## config.mk

```make
export PLATFORM = sky130hd
export DESIGN_NAME = range_alarm_monitor
export DESIGN_NICKNAME = d
export VERILOG_FILES = /design/src/ramon_pkg.sv /design/src/ramon_eval.sv /design/src/range_alarm_monitor.sv
export SDC_FILE = /design/constraint.sdc
export NUM_CORES = 1
export LEC_CHECK = 0
export ABC_AREA = 1
export BUFFER_PORTS_ARGS = -buffer_cell sky130_fd_sc_hd__clkbuf_2
export CAP_MARGIN = 20
export CORE_UTILIZATION = 30
export DETAILED_ROUTE_END_ITERATION = 8
export HOLD_SLACK_MARGIN = 0.06
export PLACE_DENSITY = 0.49
export SYNTH_ARGS = -nofsm -noshare
export SYNTH_HDL_FRONTEND = slang
export SYNTH_SLANG_ARGS = --single-unit
```

## constraint.sdc

```tcl
create_clock -name clk_i -period 7.6 [get_ports clk_i]
set_input_delay 0.38 -clock clk_i [delete_from_list [all_inputs] [get_ports clk_i]]
set_output_delay 0.38 -clock clk_i [all_outputs]
set_load 0.1 [all_outputs]
```

## src/ramon_pkg.sv

```systemverilog
// ----------------------------------------------------------------------------
// ramon_pkg
// Types and constants shared by the range alarm monitor modules.
// ----------------------------------------------------------------------------
package ramon_pkg;

  localparam int unsigned SampleW   = 32;
  localparam int unsigned StampW    = 32;
  localparam int unsigned SumW      = SampleW + 1;
  localparam int unsigned CountW    = 8;
  localparam int unsigned IntervalW = 16;
  localparam int unsigned LimitW    = IntervalW + CountW;
  localparam int unsigned CfgIdxW   = 3;
  localparam int unsigned CfgDataW  = 32;
  localparam int unsigned InDataW   = 2 * SampleW + 3 * StampW;
  localparam int unsigned OutDataW  = ((SumW + 7) / 8) * 8;

  localparam logic [CountW-1:0] CountMax = '1;

  typedef enum logic [1:0] {
    ALERT_TIMEOUT = 2'd0,
    ALERT_WARNING = 2'd1,
    ALERT_RESUMED = 2'd2
  } alert_kind_e;

  typedef enum logic [CfgIdxW-1:0] {
    CFG_MIN_LEVEL     = 3'd0,
    CFG_MAX_LEVEL     = 3'd1,
    CFG_WARNING_COUNT = 3'd2,
    CFG_RESUME_COUNT  = 3'd3,
    CFG_POLL_INTERVAL = 3'd4
  } cfg_idx_e;

  typedef struct packed {
    logic signed [SampleW-1:0] min_level;
    logic signed [SampleW-1:0] max_level;
    logic [CountW-1:0]         warning_count;
    logic [CountW-1:0]         resume_count;
    logic [IntervalW-1:0]      poll_interval;
  } cfg_t;

  typedef struct packed {
    logic              normal_flag;
    logic [CountW-1:0] out_range_ticks;
    logic [CountW-1:0] in_range_ticks;
  } mon_state_t;

  // Listed from the highest bits down, so sample_a sits in the lowest bits.
  typedef struct packed {
    logic [StampW-1:0]         now_time;
    logic [StampW-1:0]         stamp_b;
    logic [StampW-1:0]         stamp_a;
    logic signed [SampleW-1:0] sample_b;
    logic signed [SampleW-1:0] sample_a;
  } poll_t;

  localparam cfg_t CfgReset = '{
    min_level:     32'sd0,
    max_level:     32'sd2147483647,
    warning_count: 8'd3,
    resume_count:  8'd3,
    poll_interval: 16'd60
  };

endpackage

```

## src/ramon_eval.sv

```systemverilog
// ----------------------------------------------------------------------------
// ramon_eval
// Judges one poll against the window and the timeout limit and gives the
// next monitor state and the alert, if any.
// ----------------------------------------------------------------------------
module ramon_eval (
  input  ramon_pkg::cfg_t       cfg_i,
  input  ramon_pkg::mon_state_t state_i,
  input  ramon_pkg::poll_t      poll_i,
  output ramon_pkg::mon_state_t state_o,
  output logic                  fire_o,
  output ramon_pkg::alert_kind_e kind_o,
  output logic signed [ramon_pkg::SumW-1:0] sum_o
);
  import ramon_pkg::*;

  logic signed [SumW-1:0]  sum;
  logic signed [SumW-1:0]  lo_lim;
  logic signed [SumW-1:0]  hi_lim;
  logic                    out_of_range;
  logic [StampW-1:0]       mean_time;
  logic signed [StampW+1:0] elapsed;
  logic [LimitW-1:0]       limit;
  logic                    timed_out;
  logic [CountW-1:0]       out_cnt;
  logic [CountW-1:0]       in_cnt;

  assign sum    = SumW'(poll_i.sample_a) + SumW'(poll_i.sample_b);
  assign lo_lim = {cfg_i.min_level, 1'b0};
  assign hi_lim = {cfg_i.max_level, 1'b0};
  assign out_of_range = (sum < lo_lim) || (sum > hi_lim);

  assign mean_time = {1'b0, poll_i.stamp_a[StampW-1:1]} + {1'b0, poll_i.stamp_b[StampW-1:1]};
  assign elapsed   = $signed({2'b00, poll_i.now_time}) - $signed({2'b00, mean_time});
  assign limit     = LimitW'(cfg_i.poll_interval) * LimitW'(cfg_i.warning_count);
  assign timed_out = elapsed > $signed({{(StampW + 2 - LimitW){1'b0}}, limit});

  always_comb begin
    out_cnt = state_i.out_range_ticks;
    in_cnt  = state_i.in_range_ticks;
    if (out_of_range) begin
      if (out_cnt != CountMax) out_cnt = out_cnt + 1'b1;
    end else begin
      if (in_cnt != CountMax) in_cnt = in_cnt + 1'b1;
    end

    state_o = '{normal_flag: state_i.normal_flag, out_range_ticks: out_cnt,
                in_range_ticks: in_cnt};
    fire_o  = 1'b0;
    kind_o  = ALERT_TIMEOUT;
    if (state_i.normal_flag) begin
      if (timed_out) begin
        fire_o = 1'b1;
        kind_o = ALERT_TIMEOUT;
      end else if (out_cnt >= cfg_i.warning_count) begin
        fire_o = 1'b1;
        kind_o = ALERT_WARNING;
      end
      if (fire_o) begin
        state_o = '{normal_flag: 1'b0, out_range_ticks: '0, in_range_ticks: '0};
      end
    end else if (in_cnt >= cfg_i.resume_count) begin
      fire_o  = 1'b1;
      kind_o  = ALERT_RESUMED;
      state_o = '{normal_flag: 1'b1, out_range_ticks: '0, in_range_ticks: '0};
    end
  end

  assign sum_o = sum;

endmodule

```

## src/range_alarm_monitor.sv

```systemverilog
// ----------------------------------------------------------------------------
// range_alarm_monitor
// An item is registered at the input, judged from the input register and its
// alert, if any, is registered at the output and shown from there.
// Throughput: one item per cycle, stalled only while the output holds an
// untaken alert and the input register is full.
// Reset clears the monitor state to normal with both counters at zero and
// loads the register defaults; no clearing pass is needed.
// ----------------------------------------------------------------------------
module range_alarm_monitor (
  input  logic                              clk_i,
  input  logic                              rst_ni,
  input  logic                              cfg_we_i,
  input  logic [ramon_pkg::CfgIdxW-1:0]     cfg_idx_i,
  input  logic [ramon_pkg::CfgDataW-1:0]    cfg_data_i,
  input  logic                              s_axis_tvalid_i,
  output logic                              s_axis_tready_o,
  // sample_a, sample_b, stamp_a, stamp_b, now_time
  input  logic [ramon_pkg::InDataW-1:0]     s_axis_tdata_i,
  // have_two
  input  logic                              s_axis_tuser_i,
  output logic                              m_axis_tvalid_o,
  input  logic                              m_axis_tready_i,
  // pair_sum, zero fill
  output logic [ramon_pkg::OutDataW-1:0]    m_axis_tdata_o,
  // alert_kind
  output logic [1:0]                        m_axis_tuser_o
);
  import ramon_pkg::*;

  cfg_t        cfg_q;
  mon_state_t  state_q, state_d;
  logic        in_valid_q;
  poll_t       poll_q;
  logic        out_valid_q;
  alert_kind_e kind_q, kind_d;
  logic signed [SumW-1:0] sum_q, sum_d;
  logic        fire;
  logic        advance;

  assign advance         = !out_valid_q || m_axis_tready_i;
  assign s_axis_tready_o = !in_valid_q || advance;

  always_ff @(posedge clk_i or negedge rst_ni) begin
    if (!rst_ni) begin
      cfg_q <= CfgReset;
    end else if (cfg_we_i) begin
      case (cfg_idx_i)
        CFG_MIN_LEVEL:     cfg_q.min_level     <= $signed(cfg_data_i);
        CFG_MAX_LEVEL:     cfg_q.max_level     <= $signed(cfg_data_i);
        CFG_WARNING_COUNT: cfg_q.warning_count <= cfg_data_i[CountW-1:0];
        CFG_RESUME_COUNT:  cfg_q.resume_count  <= cfg_data_i[CountW-1:0];
        CFG_POLL_INTERVAL: cfg_q.poll_interval <= cfg_data_i[IntervalW-1:0];
        default: ;
      endcase
    end
  end

  ramon_eval u_eval (
    .cfg_i   (cfg_q),
    .state_i (state_q),
    .poll_i  (poll_q),
    .state_o (state_d),
    .fire_o  (fire),
    .kind_o  (kind_d),
    .sum_o   (sum_d)
  );

  always_ff @(posedge clk_i or negedge rst_ni) begin
    if (!rst_ni) begin
      in_valid_q <= 1'b0;
    end else if (s_axis_tready_o) begin
      in_valid_q <= s_axis_tvalid_i && s_axis_tuser_i;
    end
  end

  always_ff @(posedge clk_i) begin
    if (s_axis_tready_o && s_axis_tvalid_i) begin
      poll_q <= s_axis_tdata_i;
    end
  end

  always_ff @(posedge clk_i or negedge rst_ni) begin
    if (!rst_ni) begin
      state_q     <= '{normal_flag: 1'b1, out_range_ticks: '0, in_range_ticks: '0};
      out_valid_q <= 1'b0;
    end else if (advance) begin
      out_valid_q <= in_valid_q && fire;
      if (in_valid_q) begin
        state_q <= state_d;
      end
    end
  end

  always_ff @(posedge clk_i) begin
    if (advance && in_valid_q) begin
      kind_q <= kind_d;
      sum_q  <= sum_d;
    end
  end

  assign m_axis_tvalid_o = out_valid_q;
  assign m_axis_tdata_o  = {{(OutDataW - SumW){1'b0}}, sum_q};
  assign m_axis_tuser_o  = kind_q;

endmodule

```

# Word level (Yosys, flattened, before mapping)
# Cells that the tools add are included.
[word_totals]
wordCells = 66
out_inout_bits = 44
latchBits = 0
memories = 0
in_bits = 201
rom_bits = 0
regBits = 310
ramBits = 0
[op_classes]
magnitude_cmp = 5
div = 0
mul = 1
shift = 0
n_bitwise = 0
addsub = 5
n_reduce_logical = 16
muxes = 16
eq_ne = 6
[op_table]
columns = ["cell", "n"]
rows = [
  ["2-to-1 mux 17 bit", 3],
  ["greater-than comparator 34 x 25 -> 1 bit", 1],
  ["adder 32 x 32 -> 33 bit", 1],
  ["greater-than comparator 33 bit", 1],
  ["less-than comparator 33 bit", 1],
  ["subtractor 32 x 32 -> 33 bit", 1],
  ["adder 31 x 31 -> 32 bit", 1],
  ["2-to-1 mux 8 bit", 4],
  ["multiplier 16 x 8 -> 24 bit", 1],
  ["adder 8 x 1 -> 8 bit (second input constant)", 2],
  [">= comparator 8 bit", 2],
  ["inequality test 8 bit (second input constant)", 2],
  ["AND reduction 2 bit", 6],
  ["equality test 3 x 2 -> 1 bit (second input constant)", 2],
  ["2-to-1 mux 1 bit", 6],
  ["2-to-1 mux 2 bit", 3],
  ["logical AND 1 bit", 4],
  ["equality test 3 x 1 -> 1 bit (second input constant)", 1],
  ["equality test 3 bit (second input constant)", 1],
  ["zero test 3 bit", 1],
  ["logical OR 1 bit", 3],
  ["zero test 1 bit", 2],
]

# Depth between registers and ports, before layout
[logic_depth]
depth_word = 10
ltp_mapped = 41
depth_no_buf = 40

# Hierarchy
# A second synthesis with hierarchy kept.
[unflattened]
hier_cells = 2744
area_unflattened_um2 = 23222.3
[modules_own_cells]
columns = ["module", "area_per_inst_um2", "seq_area_each_um2", "cells_each", "instances"]
rows = [
  ["ramon_eval", 12638.4, 0.0, 2049, 1],
  ["range_alarm_monitor", 10583.9, 8783.4, 695, 1],
]

# Worst setup path before layout
# Ideal clock, no wire load.
[synth_path]
kind = "register to register"
start = "register cfg_q[31] (netlist name)"
end = "register state_q[4] (netlist name)"
arrival_time_ns = 6.065
slack_ns = 1.416
stages_incl_launch_ff = 36
required_time_ns = 7.481
setup_ns = 0.119
cell_sequence = "dfrtp_1 clkbuf_1 clkbuf_1 nand2_1 fa_1 fa_1 inv_1 fa_1 inv_1 fa_1 inv_1 ha_1 nand2_1 o21ai_0 nand2_1 o211ai_1 a31oi_1 o21ai_0 a21boi_0 xor2_1 ha_1 nand2_1 nor2_1 and2_1 nand2_1 nand3_1 nand2_1 a21oi_1 nor2_1 nand3_1 nand2_2 nand2_2 nand2_4 buf_8 nand4_1 nand2_1"
[synth_via]
elab_chain_len = 6
[synth_rtl]
columns = ["item", "line_no", "rtl"]
rows = [
  ["start, declared", "range_alarm_monitor.sv:31", "cfg_t cfg_q;"],
  ["start signal, assigned", "range_alarm_monitor.sv:46", "cfg_q <= CfgReset;"],
  ["multiplier 16 x 8 -> 24 bit or >= comparator 8 bit (tied branches)", "ramon_eval.sv:35, ramon_eval.sv:55", ""],
  ["greater-than comparator 34 x 25 -> 1 bit or 2-to-1 mux 1 bit (tied branches)", "ramon_eval.sv:36, ramon_eval.sv:55", ""],
  ["2-to-1 mux 1 bit (*)", "ramon_eval.sv:52", "if (timed_out) begin"],
  ["2-to-1 mux 1 bit (*)", "ramon_eval.sv:51", "if (state_i.normal_flag) begin"],
  ["2-to-1 mux 17 bit (*)", "ramon_eval.sv:59", "if (fire_o) begin"],
  ["2-to-1 mux 17 bit (*)", "ramon_eval.sv:51", ""],
  ["end signal, assigned", "range_alarm_monitor.sv:85", "state_q <= '{normal_flag: 1'b1, out_range_ticks: '0, in_range_ticks: '0};"],
  ["end signal, assigned", "range_alarm_monitor.sv:90", "state_q <= state_d;"],
  ["end, declared", "range_alarm_monitor.sv:32", "mon_state_t state_q, state_d;"],
]
# Mark *: on every way between the ends. The rest lies on a longest branch, timed or not. The select of a mux whose other input is x is not followed.
# A chain may end at the register's enable or synchronous reset.

# Worst setup path after layout
[layout_path]
start = "register cfg_q[29] (netlist name)"
end = "register out_valid_q, in the netlist m_axis_tvalid_o"
[layout_via]
elab_chain_len = 6
[layout_rtl]
columns = ["item", "line_no", "rtl"]
rows = [
  ["multiplier 16 x 8 -> 24 bit or >= comparator 8 bit (tied branches)", "ramon_eval.sv:35, ramon_eval.sv:55", ""],
  ["greater-than comparator 34 x 25 -> 1 bit or 2-to-1 mux 1 bit (tied branches)", "ramon_eval.sv:36, ramon_eval.sv:55", ""],
  ["2-to-1 mux 1 bit (*)", "ramon_eval.sv:52", ""],
  ["2-to-1 mux 1 bit (*) (2 in a row)", "ramon_eval.sv:51", ""],
  ["logical AND 1 bit (*)", "range_alarm_monitor.sv:88", "out_valid_q <= in_valid_q && fire;"],
  ["end signal, assigned", "range_alarm_monitor.sv:88", ""],
  ["end, declared", "range_alarm_monitor.sv:35", "logic out_valid_q;"],
]
# Marks and branches as above.

==> metrics <==
Slew @ Worst Pin ~0.86 ns; power per cell area roughly 300 nW/um^2; Int Pwr between 4 and 5 mW; Psw between 3 and 4 mW; Total GRT Usage approximately 15%; hold_ws 0.0993 ns; VDD IR max between 0.00015 and 0.0002 V; clk buf depth 3; Initial DRC Count 804; nets about 3500; cell taking the most area after synthesis edfxtp_1; die width 276 um; Core Rows 100; warnings from Yosys 0; post-synthesis sequential element count a little over 300; Async SR Flop Fraction 37.3%; crit path max-delay cell type dfrtp_1; Final period util between 90% and 100%; Flop pwr share ~28%; required time of the critical path between 8 and 9 ns; TritonCTS clock tree done; final hold violations 0; wire length on met2 approximately 26000 um; TNS Setup 0 ns; Mapped Cells between 2000 and 3000; Clock power frac a little over a fifth; Ports 245; Post-synth EDFFs approximately 190; total placed cells including tap cells between 3000 and 4000; Sw Share a little over two fifths; core area 74300 um^2; Tmin final about 7 ns; GP Congestion roughly 0.83; count of final setup violators 0; RSZ-0062 raised after global routing no; Critical Path Sink Type flop; CTS clk-pin slew, worst paths roughly 0.060 ns; leading cell type in the layout, fill and taps excluded nand2_1; unique cell type count in the Yosys netlist 52; ranking of synthesized cells by area edfxtp_1 26%, ha_1 12%, nand2_1 11%, fa_1 10%, inv_1 9.7%; largest net degree at the start of global routing a little under 90; Root Buffer clkbuf_16; Critical Path AT about 7.3 ns; Clock Latency Late Sink approximately 0.56 ns; final wirelength ~56000 um; die footprint approximately 76000 um^2; P_leak roughly 14 nW; Main synth FF type edfxtp_1; MaxCap Viol Count 0; DR vias/cell 4.34; post-route cell area between 20000 and 30000 um^2; area share of the largest cell type after synthesis around a quarter; Vias 17400; average cell area after synthesis between 8 and 9 um^2; worst rel slew slack between 40% and 50%; total CTS buffers 37; IO Port Bufs about 240; placed cell area 24700 um^2; Initial Utilization 30.3%; initial antenna violation count 4; status complete, no violations; antenna-violating nets left 0; Mapped Area between 20000 and 25000 um^2; Metal-1 WL ~26000 um; met3 wire length roughly 1900 um; Crit Path Category reg2reg; die height roughly 280 um; global route total overflow 0; first-pass GRT wire length around 90000 um; reg2reg start cfg_q[29]; most numerous cell on the critical path nand2_1; worst hold path type in2reg; crit-path max cell delay 0.81 ns; commonest cells after routing, fill and taps aside 674 x nand2_1, 582 x inv_1, 234 x clkbuf_2, 215 x ha_1, 193 x edfxtp_1; launch point of the worst path cfg_q[29]; share of layout cells above drive strength 1 about an eighth; Layout area overhead 23.3%; Sink Count ~300; Clock Skew 0.0125 ns; HP Start cfg_data_i[20]; vias in the first global route about 17000; First-pass DRT Iterations 5; worst-path fanout max 18; CTS HTree Levels 2; combinational share of power between 50% and 60%; # DRC 0; sequential area share after synthesis 38.8%; f_max about 150 MHz; max-slew violations 0; Post-Layout Cell Count 4009; DP Wirelength ~43000 um; crit start category flop; post-CTS setup buffers 0; Wirelength per Cell ~14 um; uppermost layer routed met5
==> final timing paths <==
| kind | to | slack [ns] | cells after the start |
|---|---|---|---|
| min in group asynchronous | m_axis_tvalid_o | 0.48 | 2 |
| max in group asynchronous | cfg_q[12] | 5.87 | 3 |
| min | cfg_q[52] | 0.1 | 3 |
| max | m_axis_tvalid_o | 0.71 | 32 |
| min reg2reg | cfg_q[87] | 0.48 | 2 |
| max reg2reg | m_axis_tvalid_o | 0.71 | 32 |
==> through the flow <==
| step | setup slack (ns) | util [%] | power (mW) |
|---|---|---|---|
| final | 0.712 | 37.3 | 8.24 |
| after global routing | 0.0441 | 37.3 | 9.07 |
| after detailed placement | 0.610 | 33.2 | 6.44 |
| after floorplan | 1.42 | - | 5.42 |
| after CTS | 0.576 | 37.2 | 8.38 |
| after global placement | 0.670 | 33.2 | 6.41 |
==> cells in the mapped netlist (10+ instances only) <==
cell type	number
nand2_1	676
inv_1	583
ha_1	215
edfxtp_1	193
o21ai_0	140
a21oi_1	129
fa_1	116
nor2_1	80
dfrtp_1	75
nand3_1	60
clkbuf_1	49
xor2_1	47
dfstp_2	40
xnor2_1	33
nand4_1	28
nand2_2	18
nor3_1	16
a21o_1	10
nor2_2	10
==> worst max-delay path, delay by kind of cell, from the launching register on <==
kind	cells	cell delay, ns
compound gates	6	1.00
xor+xnor	1	0.19
fa+ha+maj	6	2.81
buf+inv	3	0.16
flops	1	0.81
simple gates	16	1.81
==> flip-flops by register name (all words and copies together), names as in the netlist <==
name,cells
m_axis_tvalid_o,1
cfg_q,96
m_axis_tuser_o,2
in_valid_q,1
state_q,17
sum_q,33
poll_q,158
==> power groups by stage <==
stage | Clock, mW | Sequential (mW) | Combinational (mW)
2_1_floorplan | 0 | 2.40 | 3.02
5_1_grt | 1.93 | 2.30 | 4.85
6_report | 1.81 | 2.26 | 4.16
4_1_cts | 1.87 | 2.27 | 4.24
3_5_place_dp | 0 | 2.29 | 4.15
3_3_place_gp | 0 | 2.29 | 4.11
==> kinds of logic after synthesis <==
| family | synth area share [%] |
|---|---|
| other | 0.0167 |
| flip-flops | 38.8 |
| adder cells (fa/ha/maj) | 22.3 |
| AO/OA/AOI/OAI | 7.62 |
| buffers and inverters | 11.1 |
| AND/OR/NAND/NOR | 17.1 |
| XOR/XNOR | 3.12 |
==> area by class of cell <==
class                      instances  area, um^2
timing repair buffer             421        3040
antenna                            1        2.50
clock buffer                      50        1060
fill                            7692       46600
tap                              969        1210
multi-input combinational       1658       11300
inverter                         586        2200
sequential                       308        8730
clock inverter                    16         175
==> repair_timing <==
item                                   4_1_cts  5_1_grt
setup endpoints to repair                    0        4
endpoints found under the hold margin      225        0
hold buffers                               176        0
resized for setup                            0        3
==> layer usage <==
| layer | vias up | GRT usage [%] |
|---|---|---|
| met5 | - | 0 |
| met1 | 8140 | 20.2 |
| li1 | 8987 | - |
| met4 | 4 | 4.22 |
| met2 | 217 | 24.8 |
| met3 | 65 | 2.40 |
(Power assumes the default switching activity.)
